==> src/rtl/pcm_downmix_resampler_top_assert.svh <==
// Assertion macros for the PCM downmix resampler.
// Used by modules that clock on clk and reset on rst_n (active low).
`ifndef PCM_DOWNMIX_RESAMPLER_TOP_ASSERT_SVH
`define PCM_DOWNMIX_RESAMPLER_TOP_ASSERT_SVH

// Same-cycle implication, checked out of reset
`define PDR_ASSERT_IMPLY(label, ante, cons, msg) \
  label: assert property (@(posedge clk) disable iff (!rst_n) (ante) |-> (cons)) \
    else $error(msg);

// Next-cycle implication, checked out of reset
`define PDR_ASSERT_NEXT(label, ante, cons, msg) \
  label: assert property (@(posedge clk) disable iff (!rst_n) (ante) |=> (cons)) \
    else $error(msg);

`endif

==> src/rtl/pdr_pkg.sv <==
// Shared types and constants for the PCM downmix resampler.
// No dependencies; imported by pdr_downmix and pcm_downmix_resampler_top.
`default_nettype none

package pdr_pkg;

  localparam int SAMPLE_W = 16;
  localparam int OUT_W    = 8;
  localparam int PHASE_W  = 22;
  localparam int CFG_IDX_W = 2;

  // Register indexes on the configuration port
  localparam logic [CFG_IDX_W-1:0] CFG_SIXTEEN_BIT = 2'd0;
  localparam logic [CFG_IDX_W-1:0] CFG_STEREO      = 2'd1;
  localparam logic [CFG_IDX_W-1:0] CFG_STEP        = 2'd2;

  // Q16 phase constants
  localparam logic [PHASE_W-1:0] ONE_Q16    = 22'h01_0000;
  localparam logic [PHASE_W-1:0] MIN_STEP   = 22'h00_1000;
  localparam logic [PHASE_W-1:0] STEP_RESET = 22'h01_0000;

  // Sample format selection handed to the downmixer
  typedef struct packed {
    logic sixteen_bit;
    logic stereo;
  } mode_t;

endpackage

`default_nettype wire

==> src/rtl/pdr_downmix.sv <==
// Downmix of one left/right frame to an 8-bit unsigned sample.
// Depends on pdr_pkg (mode_t, widths).
`default_nettype none

module pdr_downmix (
  input  pdr_pkg::mode_t                   mode,
  input  logic [pdr_pkg::SAMPLE_W-1:0]     left_sample,
  input  logic [pdr_pkg::SAMPLE_W-1:0]     right_sample,
  output logic [pdr_pkg::OUT_W-1:0]        sample_out
);
  import pdr_pkg::*;

  logic [SAMPLE_W-1:0] right_sel;
  logic [SAMPLE_W:0]   sum16;
  logic [OUT_W:0]      sum8;

  // Mono reuses the left channel
  assign right_sel = mode.stereo ? right_sample : left_sample;

  // 16-bit: flip sign bits to offset binary, average, keep top byte
  assign sum16 = {1'b0, left_sample ^ 16'h8000} + {1'b0, right_sel ^ 16'h8000};
  // 8-bit: average the low bytes
  assign sum8  = {1'b0, left_sample[OUT_W-1:0]} + {1'b0, right_sel[OUT_W-1:0]};

  // Both averages already fit in 0..255, no clamp needed
  assign sample_out = mode.sixteen_bit ? sum16[SAMPLE_W:SAMPLE_W-OUT_W+1]
                                       : sum8[OUT_W:1];

endmodule

`default_nettype wire

==> src/rtl/pcm_downmix_resampler_top.sv <==
// PCM downmix with nearest-neighbor Q16 resampling, top level.
// Depends on pdr_pkg, pdr_downmix and pcm_downmix_resampler_top_assert.svh.
//
// Usage:
//   Input stream carries one source frame per transfer (left, right samples).
//   Output stream carries one 8-bit sample per transfer; tlast marks the final
//   result caused by a frame. A frame may cause 0 to 16 results depending on
//   the phase accumulator and the step register; a dropped frame gives none.
//   Configuration is a plain write port (enable, index, data), to be written
//   only while the block is idle; the block itself does not enforce this.
//   A step below 4096 is stored as 4096. The first result of a frame passes
//   through the frame register, then the output register.
//   Throughput: one frame per cycle while out_tready stays high and each frame
//   gives one result or none; a frame giving several results holds the result
//   generator until its last one, one result per output transfer, and the next
//   frame is taken in the cycle that produces the last result. The single frame
//   register and the output register set this rate.
//   Reset: accumulator cleared, registers to 16-bit stereo with unity step,
//   no frame pending, output empty.
//   Stall: when out_tready is low the output register holds its result; the
//   frame register still takes one frame while no frame is pending.
`default_nettype none

module pcm_downmix_resampler_top (
  input  logic                              clk,
  input  logic                              rst_n,
  // Input stream
  input  logic                              in_tvalid,
  output logic                              in_tready,
  input  logic [31:0]                       in_tdata,   // [15:0] left_sample, [31:16] right_sample
  // Output stream
  output logic                              out_tvalid,
  input  logic                              out_tready,
  output logic [7:0]                        out_tdata,  // [7:0] sample_out
  output logic                              out_tlast,  // last_of_run
  // Configuration write port
  input  logic                              cfg_wr_en,
  input  logic [pdr_pkg::CFG_IDX_W-1:0]     cfg_index,
  input  logic [pdr_pkg::PHASE_W-1:0]       cfg_wdata
);
  import pdr_pkg::*;

  // Configuration registers
  mode_t               mode_r;
  logic [PHASE_W-1:0]  step_r;

  // Phase and frame state
  logic [PHASE_W-1:0]  acc_r, acc_nxt;
  logic                pend_r, pend_nxt;
  logic [SAMPLE_W-1:0] left_r, right_r;

  // Output register
  logic                out_valid_r;
  logic [OUT_W-1:0]    out_data_r;
  logic                out_last_r;

  logic                gen_fire, gen_last, in_fire, drop;
  logic [PHASE_W:0]    phase_sum;
  logic [PHASE_W:0]    phase_wrap;
  logic [PHASE_W-1:0]  acc_after, acc_cur;
  logic [OUT_W-1:0]    mix_sample;

  // Configuration decode
  always_ff @(posedge clk) begin
    if (!rst_n) begin
      mode_r.sixteen_bit <= 1'b1;
      mode_r.stereo      <= 1'b1;
      step_r             <= STEP_RESET;
    end else if (cfg_wr_en) begin
      unique case (cfg_index)
        CFG_SIXTEEN_BIT: mode_r.sixteen_bit <= cfg_wdata[0];
        CFG_STEREO:      mode_r.stereo      <= cfg_wdata[0];
        CFG_STEP:        step_r <= (cfg_wdata < MIN_STEP) ? MIN_STEP : cfg_wdata;
        default:         ;
      endcase
    end
  end

  // Downmix of the held frame
  pdr_downmix u_downmix (
    .mode         (mode_r),
    .left_sample  (left_r),
    .right_sample (right_r),
    .sample_out   (mix_sample)
  );

  // Result generation: one result per free output slot while a frame is held
  assign gen_fire   = pend_r && (!out_valid_r || out_tready);
  assign phase_sum  = {1'b0, acc_r} + {1'b0, step_r};
  assign gen_last   = |phase_sum[PHASE_W:16];
  assign phase_wrap = phase_sum - {1'b0, ONE_Q16};
  assign acc_after  = gen_last ? phase_wrap[PHASE_W-1:0] : phase_sum[PHASE_W-1:0];

  // New frame accepted when none is held, or as the held one finishes
  assign in_tready = !pend_r || (gen_fire && gen_last);
  assign in_fire   = in_tvalid && in_tready;
  assign acc_cur   = gen_fire ? acc_after : acc_r;
  assign drop      = |acc_cur[PHASE_W-1:16];

  always_comb begin
    acc_nxt  = acc_cur;
    pend_nxt = pend_r;
    if (gen_fire && gen_last) begin
      pend_nxt = 1'b0;
    end
    if (in_fire) begin
      if (drop) begin
        acc_nxt = acc_cur - ONE_Q16;
      end else begin
        pend_nxt = 1'b1;
      end
    end
  end

  // Control state
  always_ff @(posedge clk) begin
    if (!rst_n) begin
      acc_r       <= '0;
      pend_r      <= 1'b0;
      out_valid_r <= 1'b0;
    end else begin
      acc_r  <= acc_nxt;
      pend_r <= pend_nxt;
      if (gen_fire) begin
        out_valid_r <= 1'b1;
      end else if (out_tready) begin
        out_valid_r <= 1'b0;
      end
    end
  end

  // Payload registers
  always_ff @(posedge clk) begin
    if (in_fire && !drop) begin
      left_r  <= in_tdata[15:0];
      right_r <= in_tdata[31:16];
    end
    if (gen_fire) begin
      out_data_r <= mix_sample;
      out_last_r <= gen_last;
    end
  end

  assign out_tvalid = out_valid_r;
  assign out_tdata  = out_data_r;
  assign out_tlast  = out_last_r;

  // Checks
  `include "pcm_downmix_resampler_top_assert.svh"

  `PDR_ASSERT_IMPLY(a_ready_when_free, !pend_r, in_tready, "input stalled with no frame held")
  `PDR_ASSERT_NEXT(a_last_frees, gen_fire && gen_last && !in_fire, !pend_r, "frame held past last")
  `PDR_ASSERT_NEXT(a_mid_run_phase, gen_fire && !gen_last, acc_r < ONE_Q16, "phase wrapped mid run")
  `PDR_ASSERT_IMPLY(a_rise_has_src, $rose(out_tvalid), $past(pend_r), "result without held frame")

endmodule

`default_nettype wire

==> config.mk <==
export PLATFORM = sky130hd
export DESIGN_NAME = pcm_downmix_resampler_top
export DESIGN_NICKNAME = d
export VERILOG_FILES = /design/src/rtl/pdr_pkg.sv /design/src/rtl/pdr_downmix.sv /design/src/rtl/pcm_downmix_resampler_top.sv
export VERILOG_INCLUDE_DIRS = /design/src /design/src/rtl
export SDC_FILE = /design/constraint.sdc
export NUM_CORES = 1
export LEC_CHECK = 0
export ABC_AREA = 1
export BUFFER_PORTS_ARGS = -buffer_cell sky130_fd_sc_hd__buf_2
export CAP_MARGIN = 20
export CORE_MARGIN = 2
export CORE_UTILIZATION = 64
export DETAILED_ROUTE_END_ITERATION = 10
export GPL_TIMING_DRIVEN = 0
export MAX_ROUTING_LAYER = met4
export PLACE_DENSITY_LB_ADDON = 0.05
export RECOVER_POWER = 100
export SLEW_MARGIN = 25
export SYNTH_ARGS = -nofsm -noshare
export SYNTH_HDL_FRONTEND = slang
export SYNTH_SLANG_ARGS = --single-unit
==> constraint.sdc <==
create_clock -name clk -period 11.7 [get_ports clk]
set_clock_uncertainty 0.1 [all_clocks]
set_input_delay 0.585 -clock clk [delete_from_list [all_inputs] [get_ports clk]]
set_output_delay 0.585 -clock clk [all_outputs]
set_load 0.005 [all_outputs]
# After elaboration in Yosys (flattened, before gate mapping)
# Cells that the tools add are included.
[word_totals] word_cells=48 out_inout_bits=11 memories=0 latch_bits=0 reg_bits=89 romBits=0 ramBits=0
[op_classes] add_sub_neg=5 bitwise=2 n_eq_ne=2 n_lt_le_gt_ge=1 div_mod_pow=0 n_shift=0 n_mux=12 n_reduce_logical=16 n_mul=0
[ops] op="$mux 22" n=5
[ops] op="$sub 22x17->22 const B" n=2
[ops] op="$add 22x22->23" n=1
[ops] op="$lt 22x13->1 const B" n=1
[ops] op="$add 16x16->17" n=1
[ops] op="$mux 16" n=1
[ops] op="$add 8x8->9" n=1
[ops] op="$mux 8" n=1
[ops] op="$reduce_or 7->1" n=1
[ops] op="$reduce_and 2->1" n=3
[ops] op="$reduce_or 6->1" n=1
[ops] op="$mux 1" n=5
[ops] op="$logic_and 1x1->1" n=4
[ops] op="$logic_not 1->1" n=3
[ops] op="$eq 2x1->1 const B" n=1
[ops] op="$eq 2x2->1 const B" n=1
[ops] op="$logic_not 2->1" n=1
[ops] op="$logic_or 1x1->1" n=2
[ops] op="$not 1->1" n=2
[ops] op="$reduce_bool 2->1" n=1

# Logic depth before layout (Yosys ltp)
[depth] depth_word=7 depth_mapped=28 mapped_depth_nobuf=28

# Hierarchy
# From an unflattened synthesis, not the netlist that was laid out.
[unflattened] cells_unflattened=846 hier_area_um2=6108.4
[modules_own_cells] module="pcm_downmix_resampler_top" area_per_inst_um2=4981.0 cells_per_inst=647 n_inst=1
[modules_own_cells] module="pdr_downmix" area_per_inst_um2=1127.3 cells_per_inst=199 n_inst=1

# Worst setup path before layout
# Ideal clock, no wire load.
[synth_timing] path_kind="reg2reg" start="register step_r[0]" end="register left_r[0], enable pin" setup_slack_ns=7.570 setup_time_ns=0.387 arrival_time_ns=3.644 period_less_slack_ns=4.130 path_stages_with_launch=24 path_cell_list="dfxtp_1 ha_1 fa_1 nand3_1 nand3_2 nand2_1 nand3_1 nand3_1 nand3_1 nand2_2 ha_1 nor3b_1 and3_1 inv_1 nor2_1 nand3_1 nand3_1 nand2_1 inv_1 ha_1 inv_1 nor2_2 nand4_2 inv_1"
[synth_via] elab_chain_cells=7 word_cells_on_any_way=11 classes_between="add/sub (2); mux (2); reduce/logical (7)"
[synth_rtl] item="start: declaration" line_no="pcm_downmix_resampler_top.sv:45" text="logic [PHASE_W-1:0] step_r;"
[synth_rtl] item="start signal: assignment" line_no="pcm_downmix_resampler_top.sv:73" text="CFG_STEP: step_r <= (cfg_wdata < MIN_STEP) ? MIN_STEP : cfg_wdata;"
[synth_rtl] item="$add 22x22->23 *" line_no="pcm_downmix_resampler_top.sv:89" text="assign phase_sum = {1'b0, acc_r} + {1'b0, step_r};"
[synth_rtl] item="$sub 22x17->22 or $reduce_or 7->1 (tied branches)" line_no="pcm_downmix_resampler_top.sv:91, pcm_downmix_resampler_top.sv:90"
[synth_rtl] item="$mux 22" line_no="pcm_downmix_resampler_top.sv:92" text="assign acc_after = gen_last ? phase_wrap[PHASE_W-1:0] : phase_sum[PHASE_W-1:0];"
[synth_rtl] item="$mux 22" line_no="pcm_downmix_resampler_top.sv:97" text="assign acc_cur = gen_fire ? acc_after : acc_r;"
[synth_rtl] item="$reduce_or 6->1" line_no="pcm_downmix_resampler_top.sv:98" text="assign drop = |acc_cur[PHASE_W-1:16];"
[synth_rtl] item="$logic_not 1->1" line_no="pcm_downmix_resampler_top.sv:134" text="if (in_fire && !drop) begin"
[synth_rtl] item="$logic_and 1x1->1 *" line_no="pcm_downmix_resampler_top.sv:134"
[synth_rtl] item="end signal: assignment" line_no="pcm_downmix_resampler_top.sv:135" text="left_r <= in_tdata[15:0];"
[synth_rtl] item="end: declaration" line_no="pcm_downmix_resampler_top.sv:50" text="logic [SAMPLE_W-1:0] left_r, right_r;"
# Every way passes the cells marked *; elsewhere a longest branch is shown, timed or not.
# A chain may end at the register's enable or synchronous reset.

# Worst setup path in the final report
[layout_timing] start="register step_r[0]" end="register left_r[2], enable pin"
[layout_via] elab_chain_cells=7 word_cells_on_any_way=11 classes_between="add/sub (2); mux (2); reduce/logical (7)"
[layout_rtl] item="$add 22x22->23 *" line_no="pcm_downmix_resampler_top.sv:89"
[layout_rtl] item="$reduce_or 7->1 *" line_no="pcm_downmix_resampler_top.sv:90" text="assign gen_last = |phase_sum[PHASE_W:16];"
[layout_rtl] item="net gen_last" line_no="pcm_downmix_resampler_top.sv:57" text="logic gen_fire, gen_last, in_fire, drop;"
[layout_rtl] item="$mux 22" line_no="pcm_downmix_resampler_top.sv:92"
[layout_rtl] item="$mux 22" line_no="pcm_downmix_resampler_top.sv:97"
[layout_rtl] item="$reduce_or 6->1" line_no="pcm_downmix_resampler_top.sv:98"
[layout_rtl] item="$logic_not 1->1" line_no="pcm_downmix_resampler_top.sv:134"
[layout_rtl] item="$logic_and 1x1->1 *" line_no="pcm_downmix_resampler_top.sv:134"
# Mark *: on every way through the listed nets, which the timed path passes. The rest lies on a longest branch.

==> results.cfg <==
[timing]
max_slew_margin = 0.187
hold_slack_ps = 287
worst_slack_ps = 6370
rsz0062_at_grt = no
setup_viol_count_final = 0
final_hold_viol_count = 0
tightestPinTransition_ps = 1220
maxSlewViolCount = 0
fmaxAchievable_mhz = 188
setup-tns-final_ps = 0
min_period_ps = 5330
post-route-period-util = 0.455

[die]
top_level_ports = 72
die_area_sq_um = 10100
die_h_um = 100
floorplan.die.width_um = 100
placeableCoreArea_sq_um = 9110
start_util = 0.652
row_count = 35

[route]
detail-route-antenna-nets = 0
routed_wire_length_per_instance_um = 14.1
route.detailed.drc = 0
routed_wirelength_mm = 14.4
vias_per_cell = 5.48
initialDrtViolationCount = 333
drt-pass1-iter-count = 5
vias = 5619

[final_layout]
mostFrequentLayoutCell = nand2_1
final_cells = 1026
final_nets = 1014
final.fill_count = 798
multi_input_comb_area_sq_um = 3260
layout.cells.most_common_list = nand2_1, inv_1, nor2_1
stdcell_area_sq_um = 6620
areaGrowthSynthToFinish_pct = 11.5
layout_cells_sized_above_1 = 0.144
area.sequential_sq_um = 2190
antenna_cells_inserted = 0

[cts]
cts_root_buf = clkbuf_8
postCtsSetupBuffers = 0
insertion_delay_of_the_later_clocked_pin_in_the_worst_skew_pair_ps = 360
numClockSinks = 89
cts_max_path_buffers = 2
tritoncts = built
post_cts_resized = 0
cts_made_buffers = 9
htree_num_levels = 3
holdBufCountCts = 0
clk_pin_slew_ps = 90

[power_and_ir_drop]
power_density_nw_per_um2 = 207
p_leak_nw = 3.41
power.ir.vdd_worst_mv = 0.150

[logic_synthesis]
synthFlopType = dfxtp_1
mappedNetlistNets = 932
synth.yosys.warnings = 0
synthCells = 828
netlist.top_cell.by_area = edfxtp_1
synth_top_cells_by_area = edfxtp_1, dfxtp_1, nand2_1
yosys.area.top_type_share = 0.207
synth.yosys.seq_area_share = 0.369
synth_edf_count = 41
synth.lib_cells_used.distinct = 47
synthesis.area_per_instance_sq_um = 7.17
synth-seq-cells = 89
async_reset_ff_frac = 0
synthesis.area_sq_um = 5940

[setup_path]
critPathMaxFanout = 32
criticalPathCategory = flip-flop to flip-flop
arrival_ps = 5210
r2r.worst_path.cells = 25
timing.rr.end = left_r[2]
timing.critical_path.required_ps = 11580
endpoint_kind = flip-flop
register_to_register_setup_slack_ps = 6370
start_kind = flip-flop
reg2reg_from = step_r[0]

[run_status]
outcome = finished, final reports clean

[grt]
groute.usage.overall = 0.313
grt_max_degree = 33
grt_antenna_before_repair = 0
grt_pass1_wl_mm = 24.4
grt_pass1_vias = 5470
grt-ovfl-total = 0

[placement]
dpl.hpwl_mm = 11.4
numPortBuffers = 71
gpl.final_weighted_congestion = 1.00
place_worst_setup_slack_ps = 7080
post_dp_cell_area_sq_um = 6440
post-place-cells = 1010

[worst_hold_path]
holdCritPathClass = primary input to flip-flop
hold_depth = 1
holdCritStartpoint = in_tdata[6]
hold_path_end = left_r[6]

[run]
max_cap_violations = 0
## logic make-up (layout without fill, tap and decap cells)
logic type	Yosys count	after routing	synth area share
AO/OA/AOI/OAI	127	127	0.116
XOR/XNOR	19	19	0.0280
adder cells (fa/ha/maj)	43	43	0.0931
buffers and inverters	121	208	0.0767
flip-flops	89	89	0.369
multiplexers	1	1	0.00168
AND/OR/NAND/NOR	428	428	0.316
## cells in the mapped netlist, drive strengths merged, types with 2 or more instances
| cell type | n |
|---|---|
| a211oi | 2 |
| a21boi | 2 |
| a21oi | 59 |
| a31oi | 4 |
| and2 | 2 |
| buf | 2 |
| clkbuf | 14 |
| dfxtp | 48 |
| edfxtp | 41 |
| fa | 2 |
| ha | 41 |
| inv | 104 |
| nand2 | 261 |
| nand3 | 48 |
| nand4 | 9 |
| nor2 | 95 |
| nor3 | 7 |
| nor4 | 2 |
| o21ai | 50 |
| o21bai | 3 |
| o22ai | 2 |
| or2 | 2 |
| xnor2 | 8 |
| xor2 | 11 |
## metrics by stage
stage,util,power (mW)
4_1_cts,0.731,1.38
5_1_grt,0.727,1.48
3_5_place_dp,0.707,1.14
6_report,0.727,1.37
2_1_floorplan,-,0.973
3_3_place_gp,0.706,1.11
## worst max-delay path: stages, from the launching register on
cell and delay [ps]:
dfxtp_1 330, ha_1 240, fa_1 450, nand3_1 110, nand3_1 250, nand2_1 130, nand3_1 130, nand3_1 130
nand2_1 60, nand2_1 50, nand2_1 190, ha_1 270, nor3b_1 140, and3_1 190, nand2_1 70, nor2_1 40
nand3_1 150, nand2_1 70, nand3_1 90, nand2_1 110, inv_1 100, ha_1 140, inv_1 40, nor2_1 160
nand4_1 250, inv_1 960
## per-layer routing
metal / global-route usage / vias up / wire length, um
li1: - / 2860 / -
met1: 0.357 / 2573 / 6090
met2: 0.558 / 162 / 7390
met3: 0.0515 / 24 / 719
met4: 0.104 / 0 / 240
met5: - / - / 0
## report_power, final
group	internal [mW]	switching (mW)	leakage (nW)
clock network	0.122	0.116	0.114
registers	0.426	0.0324	0.769
logic	0.233	0.441	2.52
## how the worst max path moves through the flow
stage               depth (start not counted)    endpoint  slack [ps]       from
finish                                     25   left_r[2]        6370  step_r[0]
global route                               25  right_r[2]        5960  step_r[0]
CTS                                        23  left_r[11]        7080  step_r[0]
detailed placement                         23  right_r[0]        7080  step_r[0]
global placement                           23  right_r[2]        6890  step_r[0]
floorplan                                  23   left_r[0]        7570  step_r[0]
## cell type report
class                   count  area share
plain buffers              16     0.00926
clock inverters             7      0.0151
inverters                 105      0.0595
multi-input cells         618       0.493
repair buffers             71      0.0523
flip-flops and latches     89       0.331
clock buffers               9      0.0187
well taps                 111      0.0210
## flip-flops by register name, indices dropped and copies added, names as in the netlist
signal	cells
out_tvalid	1
step_r	22
pend_r	1
out_tlast	1
acc_r	22
mode_r	2
out_tdata	8
left_r	16
right_r	16
No activity file was read; power rests on OpenSTA's default activity.
